`config.mk`:
```
export PLATFORM = sky130hd
export DESIGN_NAME = class_fifo_oldest_first_dequeue_core
export DESIGN_NICKNAME = d
export VERILOG_FILES = /design/src/rtl/cfod_pkg.sv /design/src/rtl/cfod_ram.sv /design/src/rtl/cfod_queue.sv /design/src/rtl/cfod_pick.sv /design/src/rtl/class_fifo_oldest_first_dequeue_core.sv
export SDC_FILE = /design/constraint.sdc
export NUM_CORES = 2
export LEC_CHECK = 0
export BUFFER_PORTS_ARGS = -buffer_cell sky130_fd_sc_hd__buf_4
export CAP_MARGIN = 0
export CORE_ASPECT_RATIO = 0.9
export CORE_MARGIN = 2
export CORE_UTILIZATION = 65
export DETAILED_ROUTE_END_ITERATION = 8
export PLACE_DENSITY = 0.85
export SKIP_CTS_REPAIR_TIMING = 1
export SYNTH_ARGS = -nofsm -noshare
export SYNTH_HDL_FRONTEND = slang
export SYNTH_SLANG_ARGS = --single-unit
```
`constraint.sdc`:
```
create_clock -name clk -period 23.4 [get_ports clk]
set_input_delay 1.17 -clock clk [delete_from_list [all_inputs] [get_ports clk]]
set_output_delay 1.17 -clock clk [all_outputs]
set_load 0.1 [all_outputs]
```
`src/rtl/cfod_pkg.sv`:
```
// Shared constants, codes and types for the class FIFO with oldest-first dequeue.
package cfod_pkg;

  // Default sizing of the block
  localparam int NUM_CLASSES_DEF = 2;
  localparam int QUEUE_DEPTH_DEF = 16;
  localparam int TAG_BITS_DEF    = 16;

  // Fixed widths of the request and result fields
  localparam int REQ_W    = 2;
  localparam int STATUS_W = 2;
  localparam int IO_TAG_W = 16;
  localparam int STAMP_W  = 64;

  // Request codes
  typedef enum logic [REQ_W-1:0] {
    REQ_ENQ       = 2'd0,
    REQ_DEQ_ANY   = 2'd1,
    REQ_DEQ_CLASS = 2'd2
  } req_t;

  // Result status codes
  typedef enum logic [STATUS_W-1:0] {
    ST_OK    = 2'd0,
    ST_EMPTY = 2'd1,
    ST_FULL  = 2'd2
  } status_t;

  // Occupancy flags reported by one class queue
  typedef struct packed {
    logic nonempty;
    logic full;
  } q_flags_t;

endpackage

```
`src/rtl/cfod_ram.sv`:
```
// Generic single-write, single-read RAM with registered read data.
module cfod_ram #(
  parameter int WIDTH = 8,
  parameter int DEPTH = 16
) (
  input  logic                     clk,
  input  logic                     we,
  input  logic [$clog2(DEPTH)-1:0] waddr,
  input  logic [WIDTH-1:0]         wdata,
  input  logic [$clog2(DEPTH)-1:0] raddr,
  output logic [WIDTH-1:0]         rdata
);

  logic [WIDTH-1:0] mem [DEPTH];

  // write port and registered read port (read returns old data on a collision)
  always_ff @(posedge clk) begin
    if (we) begin
      mem[waddr] <= wdata;
    end
    rdata <= mem[raddr];
  end

endmodule

```
`src/rtl/cfod_queue.sv`:
```
// One class queue: entry RAM plus a head register and a prefetched next entry.
module cfod_queue #(
  parameter int QUEUE_DEPTH = cfod_pkg::QUEUE_DEPTH_DEF,
  parameter int ENT_W       = cfod_pkg::STAMP_W + cfod_pkg::TAG_BITS_DEF
) (
  input  logic               clk,
  input  logic               rst_n,
  input  logic               enq,
  input  logic               pop,
  input  logic [ENT_W-1:0]   wr_ent,
  output logic [ENT_W-1:0]   head_ent,
  output cfod_pkg::q_flags_t flags
);

  localparam int PTR_W = $clog2(QUEUE_DEPTH);
  localparam int CNT_W = $clog2(QUEUE_DEPTH + 1);

  logic [PTR_W-1:0] head_ptr_r, head_ptr_nxt;
  logic [PTR_W-1:0] tail_ptr_r, tail_ptr_nxt;
  logic [CNT_W-1:0] count_r, count_nxt;
  logic [ENT_W-1:0] head_ent_r;
  logic             byp_vld_r;
  logic [ENT_W-1:0] byp_ent_r;
  logic [ENT_W-1:0] ram_q;
  logic [ENT_W-1:0] second_ent;
  logic [PTR_W-1:0] rd_addr;

  function automatic logic [PTR_W-1:0] next_ptr(input logic [PTR_W-1:0] p);
    if (p == PTR_W'(QUEUE_DEPTH - 1)) begin
      return '0;
    end
    return p + PTR_W'(1);
  endfunction

  // pointer and fill count updates
  always_comb begin
    head_ptr_nxt = pop ? next_ptr(head_ptr_r) : head_ptr_r;
    tail_ptr_nxt = enq ? next_ptr(tail_ptr_r) : tail_ptr_r;
    count_nxt    = count_r;
    if (enq && !pop) begin
      count_nxt = count_r + CNT_W'(1);
    end else if (pop && !enq) begin
      count_nxt = count_r - CNT_W'(1);
    end
  end

  // prefetch the entry behind the next head; a same-cycle write is bypassed
  assign rd_addr    = next_ptr(head_ptr_nxt);
  assign second_ent = byp_vld_r ? byp_ent_r : ram_q;

  cfod_ram #(
    .WIDTH (ENT_W),
    .DEPTH (QUEUE_DEPTH)
  ) u_ram (
    .clk   (clk),
    .we    (enq),
    .waddr (tail_ptr_r),
    .wdata (wr_ent),
    .raddr (rd_addr),
    .rdata (ram_q)
  );

  // control state
  always_ff @(posedge clk) begin
    if (!rst_n) begin
      head_ptr_r <= '0;
      tail_ptr_r <= '0;
      count_r    <= '0;
      byp_vld_r  <= 1'b0;
    end else begin
      head_ptr_r <= head_ptr_nxt;
      tail_ptr_r <= tail_ptr_nxt;
      count_r    <= count_nxt;
      byp_vld_r  <= enq && (tail_ptr_r == rd_addr);
    end
  end

  // head entry and bypass data
  always_ff @(posedge clk) begin
    byp_ent_r <= wr_ent;
    if (enq && count_r == '0) begin
      head_ent_r <= wr_ent;
    end else if (pop && count_r > CNT_W'(1)) begin
      head_ent_r <= second_ent;
    end
  end

  assign head_ent       = head_ent_r;
  assign flags.nonempty = (count_r != '0);
  assign flags.full     = (count_r == CNT_W'(QUEUE_DEPTH));

  // checks
  a_count_bound: assert property (@(posedge clk) disable iff (!rst_n)
    count_r <= CNT_W'(QUEUE_DEPTH))
    else $error("fill count above queue depth");

  a_pop_nonempty: assert property (@(posedge clk) disable iff (!rst_n)
    pop |-> (count_r != '0) && !enq)
    else $error("pop from empty queue or with a push");

  a_push_room: assert property (@(posedge clk) disable iff (!rst_n)
    enq |=> (count_r == $past(count_r) + CNT_W'(1)) && (count_r != '0))
    else $error("push did not grow the fill count");

endmodule

```
`src/rtl/cfod_pick.sv`:
```
// Oldest-head arbiter: parallel pairwise stamp compare, lowest class on ties.
module cfod_pick #(
  parameter int NUM_CLASSES = cfod_pkg::NUM_CLASSES_DEF
) (
  input  logic [NUM_CLASSES-1:0]       head_vld,
  input  logic [cfod_pkg::STAMP_W-1:0] head_stamp [NUM_CLASSES],
  output logic                         found,
  output logic [$clog2(NUM_CLASSES)-1:0] win_idx
);

  localparam int CLS_W = $clog2(NUM_CLASSES);

  logic [NUM_CLASSES-1:0] win;

  // a class wins when its head is older than every other valid head, or ties only with higher classes
  always_comb begin
    for (int c = 0; c < NUM_CLASSES; c++) begin
      win[c] = head_vld[c];
      for (int d = 0; d < NUM_CLASSES; d++) begin
        if (d != c && head_vld[d]) begin
          if (d < c) begin
            win[c] = win[c] && (head_stamp[c] < head_stamp[d]);
          end else begin
            win[c] = win[c] && (head_stamp[c] <= head_stamp[d]);
          end
        end
      end
    end
  end

  // encode the winner
  always_comb begin
    win_idx = '0;
    for (int c = NUM_CLASSES - 1; c >= 0; c--) begin
      if (win[c]) begin
        win_idx = CLS_W'(c);
      end
    end
  end

  assign found = |head_vld;

endmodule

```
`src/rtl/class_fifo_oldest_first_dequeue_core.sv`:
```
// Top level: per-class FIFOs with oldest-first dequeue, request and result registers.
//
//  channel | ports                                       | direction
//  --------+---------------------------------------------+----------
//  request | in_valid in_stall in_req_type in_item_class |  in
//          | in_item_tag                                 |
//  result  | out_valid out_stall out_status out_class    |  out
//          | out_tag                                     |
//
// One request per cycle while out_stall does not hold the result; a request passes the
// request register, then one execute pass into the result register, where it is valid.
// The head stamps of all class queues are compared in one parallel pass.
// Reset clears pointers, fill counts, the arrival counter and the valids; entry
// RAM contents are not cleared and need no clearing pass.
// out_stall holds the result; in_stall rises while a request waits on it.
module class_fifo_oldest_first_dequeue_core #(
  parameter int NUM_CLASSES = cfod_pkg::NUM_CLASSES_DEF,
  parameter int QUEUE_DEPTH = cfod_pkg::QUEUE_DEPTH_DEF,
  parameter int TAG_BITS    = cfod_pkg::TAG_BITS_DEF
) (
  input  logic                          clk,
  input  logic                          rst_n,
  input  logic                          in_valid,
  output logic                          in_stall,
  input  logic [cfod_pkg::REQ_W-1:0]    in_req_type,
  input  logic                          in_item_class,
  input  logic [cfod_pkg::IO_TAG_W-1:0] in_item_tag,
  output logic                          out_valid,
  input  logic                          out_stall,
  output logic [cfod_pkg::STATUS_W-1:0] out_status,
  output logic                          out_class,
  output logic [cfod_pkg::IO_TAG_W-1:0] out_tag
);

  localparam int CLS_W   = $clog2(NUM_CLASSES);
  localparam int STAMP_W = cfod_pkg::STAMP_W;
  localparam int ENT_W   = STAMP_W + TAG_BITS;

  // request register
  logic                          req_vld_r;
  logic [cfod_pkg::REQ_W-1:0]    req_type_r;
  logic                          req_class_r;
  logic [cfod_pkg::IO_TAG_W-1:0] req_tag_r;

  // result register
  logic                          out_valid_r;
  logic [cfod_pkg::STATUS_W-1:0] out_status_r;
  logic                          out_class_r;
  logic [cfod_pkg::IO_TAG_W-1:0] out_tag_r;

  logic [STAMP_W-1:0] arrival_r;

  logic                   go;
  logic [CLS_W-1:0]       cls_idx;
  logic [NUM_CLASSES-1:0] nonempty_vec, full_vec, enq_vec, pop_vec;
  logic [ENT_W-1:0]       head_ent [NUM_CLASSES];
  logic [STAMP_W-1:0]     head_stamp [NUM_CLASSES];
  cfod_pkg::q_flags_t     flags [NUM_CLASSES];
  logic                   any_found;
  logic [CLS_W-1:0]       any_idx;
  logic [ENT_W-1:0]       wr_ent;
  logic [TAG_BITS-1:0]    pop_tag;

  cfod_pkg::status_t      status_nxt;
  logic                   do_enq, do_pop;
  logic [CLS_W-1:0]       pop_idx;

  // handshake
  assign go       = req_vld_r && (!out_valid_r || !out_stall);
  assign in_stall = req_vld_r && !go;
  assign cls_idx  = CLS_W'(req_class_r);
  assign wr_ent   = {arrival_r, TAG_BITS'(req_tag_r)};

  // class queues
  for (genvar c = 0; c < NUM_CLASSES; c++) begin : g_cls
    assign enq_vec[c]    = go && do_enq && (cls_idx == CLS_W'(c));
    assign pop_vec[c]    = go && do_pop && (pop_idx == CLS_W'(c));
    assign nonempty_vec[c] = flags[c].nonempty;
    assign full_vec[c]   = flags[c].full;
    assign head_stamp[c] = head_ent[c][ENT_W-1:TAG_BITS];

    cfod_queue #(
      .QUEUE_DEPTH (QUEUE_DEPTH),
      .ENT_W       (ENT_W)
    ) u_queue (
      .clk      (clk),
      .rst_n    (rst_n),
      .enq      (enq_vec[c]),
      .pop      (pop_vec[c]),
      .wr_ent   (wr_ent),
      .head_ent (head_ent[c]),
      .flags    (flags[c])
    );
  end

  cfod_pick #(
    .NUM_CLASSES (NUM_CLASSES)
  ) u_pick (
    .head_vld   (nonempty_vec),
    .head_stamp (head_stamp),
    .found      (any_found),
    .win_idx    (any_idx)
  );

  // request decode
  always_comb begin
    status_nxt = cfod_pkg::ST_EMPTY;
    do_enq     = 1'b0;
    do_pop     = 1'b0;
    pop_idx    = cls_idx;
    unique case (req_type_r)
      cfod_pkg::REQ_ENQ: begin
        if (full_vec[cls_idx]) begin
          status_nxt = cfod_pkg::ST_FULL;
        end else begin
          status_nxt = cfod_pkg::ST_OK;
          do_enq     = 1'b1;
        end
      end
      cfod_pkg::REQ_DEQ_ANY: begin
        if (any_found) begin
          status_nxt = cfod_pkg::ST_OK;
          do_pop     = 1'b1;
          pop_idx    = any_idx;
        end
      end
      cfod_pkg::REQ_DEQ_CLASS: begin
        if (nonempty_vec[cls_idx]) begin
          status_nxt = cfod_pkg::ST_OK;
          do_pop     = 1'b1;
        end
      end
      default: begin
        status_nxt = cfod_pkg::ST_EMPTY;
      end
    endcase
  end

  assign pop_tag = head_ent[pop_idx][TAG_BITS-1:0];

  // request register and arrival counter
  always_ff @(posedge clk) begin
    if (!rst_n) begin
      req_vld_r <= 1'b0;
      arrival_r <= '0;
    end else begin
      if (in_valid && !in_stall) begin
        req_vld_r <= 1'b1;
      end else if (go) begin
        req_vld_r <= 1'b0;
      end
      if (go && do_enq) begin
        arrival_r <= arrival_r + STAMP_W'(1);
      end
    end
  end

  always_ff @(posedge clk) begin
    if (in_valid && !in_stall) begin
      req_type_r  <= in_req_type;
      req_class_r <= in_item_class;
      req_tag_r   <= in_item_tag;
    end
  end

  // result register
  always_ff @(posedge clk) begin
    if (!rst_n) begin
      out_valid_r <= 1'b0;
    end else if (!out_valid_r || !out_stall) begin
      out_valid_r <= go;
    end
  end

  always_ff @(posedge clk) begin
    if (go) begin
      out_status_r <= status_nxt;
      out_class_r  <= do_pop ? pop_idx[0] : 1'b0;
      out_tag_r    <= do_pop ? cfod_pkg::IO_TAG_W'(pop_tag) : '0;
    end
  end

  assign out_valid  = out_valid_r;
  assign out_status = out_status_r;
  assign out_class  = out_class_r;
  assign out_tag    = out_tag_r;

  // checks
  a_arrival_step: assert property (@(posedge clk) disable iff (!rst_n)
    (go && do_enq) |=> (arrival_r == $past(arrival_r) + STAMP_W'(1)))
    else $error("arrival counter did not advance on enqueue");

  a_fail_zero: assert property (@(posedge clk) disable iff (!rst_n)
    (out_valid_r && out_status_r != cfod_pkg::ST_OK) |-> (out_tag_r == '0 && !out_class_r))
    else $error("refused request carries item fields");

  a_pop_target: assert property (@(posedge clk) disable iff (!rst_n)
    (go && do_pop) |-> (nonempty_vec[pop_idx] && $onehot(pop_vec) && (enq_vec == '0)))
    else $error("dequeue aimed at an empty class");

endmodule

```
==> qor.yml <==
detailed_routing:
  detailroute.via_count: 62010
  drc: 0
  drt_pre_antenna_iters: 8
  antenna_violating_nets_left: 0
  drt_first_iter_violations: 10620
  detail_route.wl_per_cell_um: 37.01
  route.final.wire_length_um: 314600
  post_drt_via_cell_ratio: 7.295
worst_setup_path:
  reg2reg_depth: 14
  crit_path_max_fanout: 81
  critical_path.endpoint_type: "register"
  timing.critical_path.arrival_ns: 9.88
  crit_path_start_kind: "register"
  critical_path.max_stage_delay_ns: 1.08
  critPathSlowestCell: "ha_4"
  cp_common_cell: "buf_4"
  cp_data_required_time_ns: 24.15
  timing_worst_setup_path_type: "register to register"
  crit_path_cell_trace: "ha_1, nand4_1, nor4_1, nand4_1, o21a_1, a21oi_4, buf_4, nor2_1, mux2_8, ha_4, buf_4, buf_4, mux4_2, mux4_2"
logic_synthesis:
  async_flop_share: 0
  synth_top_area_frac: 0.7079
  synth.lib_cells_used.distinct: 63
  synth-edff-count: 2758
  ys_top_cells_by_area: "edfxtp_1, mux4_2, dfxtp_1"
  ys_seq_elements: 3092
  ys_seq_area_frac: 0.7650
  yosys_most_used_dff: "edfxtp_1"
  synth_cells: 5683
  syn-cell-area_um2: 117000
  synthesis.yosys.warnings: 0
  netlist.top_cell.by_area: "edfxtp_1"
  syn_nets: 5795
  average_size_of_a_mapped_cell_um2: 20.59
clocking:
  tritoncts_clock_tree: "built"
  clk_latency_ns: 0.95
  clock_sink_count: 3092
  clock_tree.root_cell: "clkbuf_16"
  cts_max_path_buffers: 4
  clk_transition_reported_paths_ns: 0.07
  h-tree-depth: 5
  numCtsBuffers: 297
die:
  die-area_um2: 183400
  initial_utilization: 0.6551
  die_x_um: 451.2
  coreArea_um2: 178600
  die_height_um: 406.5
  pin_count: 44
  row_count: 147
sta:
  slew_headroom: 0.05826
  layout_setup_ws_ns: 14.27
  timing_max_transition_violations_final: 0
  period_needed_ns: 9.128
  setup_repair_after_global_routing_missed_its_margin: "false"
  max_slew.worst_pin.slew_ns: 1.411
  setup_viol: 0
  timing.fmax_ghz: 0.1096
  hold_violations: 0
  layout_worst_path_cycle_share: 0.3901
  tns_ns: 0
  skew_ns: 0.08342
  hold_ws_ns: 0.4111
grt:
  grt_use_total: 0.3478
  grt_max_degree: 163
  grt_first_pass_wirelength_um: 450900
  grt_antenna_before_repair: 5
  global_route.overflow_total: 0
  grt_pass1_vias: 64020
layout:
  syn2layout_area_growth_pct: 10.94
  layoutNonFillerInstCount: 8500
  final_layout_size_suffix_gt1_frac: 0.2281
  nets: 6004
hold_path:
  number_of_cells_traversed_by_the_worst_hold_path: 1
  min-delay-path-class: "primary input to register"
placement:
  placed_cell_count: 7977
  gpl.final_weighted_congestion: 0.8351
  post-place-ws_ns: 14.90
  port_buffers: 43
  dp_hpwl_um: 150700
power_and_ir_drop:
  leakagePower_nw: 42.64
  p_per_area_nw_per_um2: 82.93
  vdd_ir_drop_max_v: 0.00007806
status:
  status: "finished clean"
flow_run:
  timing.max_cap.violations: 0
-- final cells by class --
type / instances / area, µm²
Multi-Input combinational cell: 2210 / 26230
Sequential cell: 3092 / 89510
Clock buffer: 414 / 8310
Inverter: 88 / 330.3
Timing Repair Buffer: 203 / 1574
Fill cell: 9131 / 48790
Antenna cell: 4 / 10.01
Tap cell: 2384 / 2983
Clock inverter: 105 / 845.8
-- placed cells by master (no fill, tap or decap), drive strengths merged, types with 3 or more instances in the layout --
cell type and instances:
o21a 3, clkinvlp 4, and4 4, o211ai 3, a22oi 82, nor2b 15, clkbuf 414, nand2b 5
nand4 31, nor3 19, nor2 152, bufinv 13, or3 19, mux2i 186, a31oi 3, mux4 720
buf 203, nand3 278, diode 4, a21boi 13, edfxtp 2758, a221oi 5, nand2 145, a21oi 116
and3 13, inv 89, clkinv 87, and2 74, xnor2 57, or2 3, dfxtp 334, xor2 19
nor4 6, a21o 9, o21ai 108, ha 89, mux2 4
-- where the power goes --
group / leakage, nW / internal [mW] / switching, mW
clock: 4.52 / 2.62 / 2.04
sequential: 29.6 / 5.95 / 0.0220
combinational: 8.50 / 0.0489 / 0.0849
total: 42.6 / 8.62 / 2.14
-- through the flow --
step	util	power, mW	area, µm²
5_1_grt	0.7267	10.96	129800
3_5_place_dp	0.6755	6.220	120600
4_1_cts	0.7267	10.77	129800
3_3_place_gp	0.6755	6.214	120600
6_report	0.7268	10.76	129800
2_1_floorplan	-	6.177	117000
-- logic make-up (layout without fill, tap and decap cells) --
| family | count (synthesis) | in the layout | share of synthesized area |
|---|---|---|---|
| other cells | 0 | 4 | 0 |
| buf+inv | 381 | 810 | 0.01396 |
| mux | 910 | 910 | 0.1549 |
| compound gates | 360 | 360 | 0.01860 |
| xor+xnor | 76 | 76 | 0.005689 |
| simple gates | 775 | 775 | 0.03230 |
| flops | 3092 | 3092 | 0.7650 |
| fa+ha+maj | 89 | 89 | 0.009518 |
-- routing by layer --
metal,vias up,wire (µm),GRT usage
met5,-,13,0
met4,2,18180,0.1670
met3,1217,44540,0.08648
met2,5695,151000,0.5531
met1,31560,100800,0.4593
li1,23530,-,-
-- Yosys cell counts, drive strengths merged (13+ instances only) --
master,n
ha,89
a21oi,116
and3,13
mux4,720
clkbuf,203
nand4,31
or3,19
edfxtp,2758
nand3,278
nor2,152
dfxtp,334
nand2,145
inv,88
mux2i,186
nor2b,15
a21boi,13
and2,74
buf,90
nor3,19
xor2,19
xnor2,57
a22oi,82
o21ai,108
-- critical path: cells and delay by family, from the launching register on --
kind / cells / cell delay (ns)
and+or+nand+nor: 4 / 2.05
DFF: 1 / 0.39
buffers and inverters: 3 / 2.42
AOI/OAI and AO/OA: 2 / 0.65
adders and majority gates: 2 / 1.43
muxes: 3 / 1.89
-- flip-flops by register name, indices dropped and copies added (netlist names) --
register	cells
req_tag_r	16
arrival_r	64
g_cls.u_queue.u_ram.mem	2560
out_class	1
g_cls.u_queue.byp_vld_r	2
req_type_r	2
req_vld_r	1
cls_idx	1
out_tag	16
g_cls.u_queue.u_ram.rdata	160
g_cls.u_queue.tail_ptr_r	8
out_status	2
g_cls.u_queue.byp_ent_r	80
g_cls.u_queue.head_ptr_r	8
g_cls.u_queue.head_ent	160
out_valid	1
g_cls.u_queue.count_r	10
-- final timing paths --
| check | slack (ns) | start | end |
|---|---|---|---|
| worst max-delay path | 14.27 | g_cls[0].u_queue.head_ent[54] | g_cls[0].u_queue.u_ram.rdata[48] |
| worst min-delay path | 0.41 | in_item_tag[15] | req_tag_r[15] |
| worst max register to register | 14.27 | g_cls[0].u_queue.head_ent[54] | g_cls[0].u_queue.u_ram.rdata[48] |
| worst min register to register | 0.55 | out_valid | out_valid |
Power figures use the tool's default switching activity.
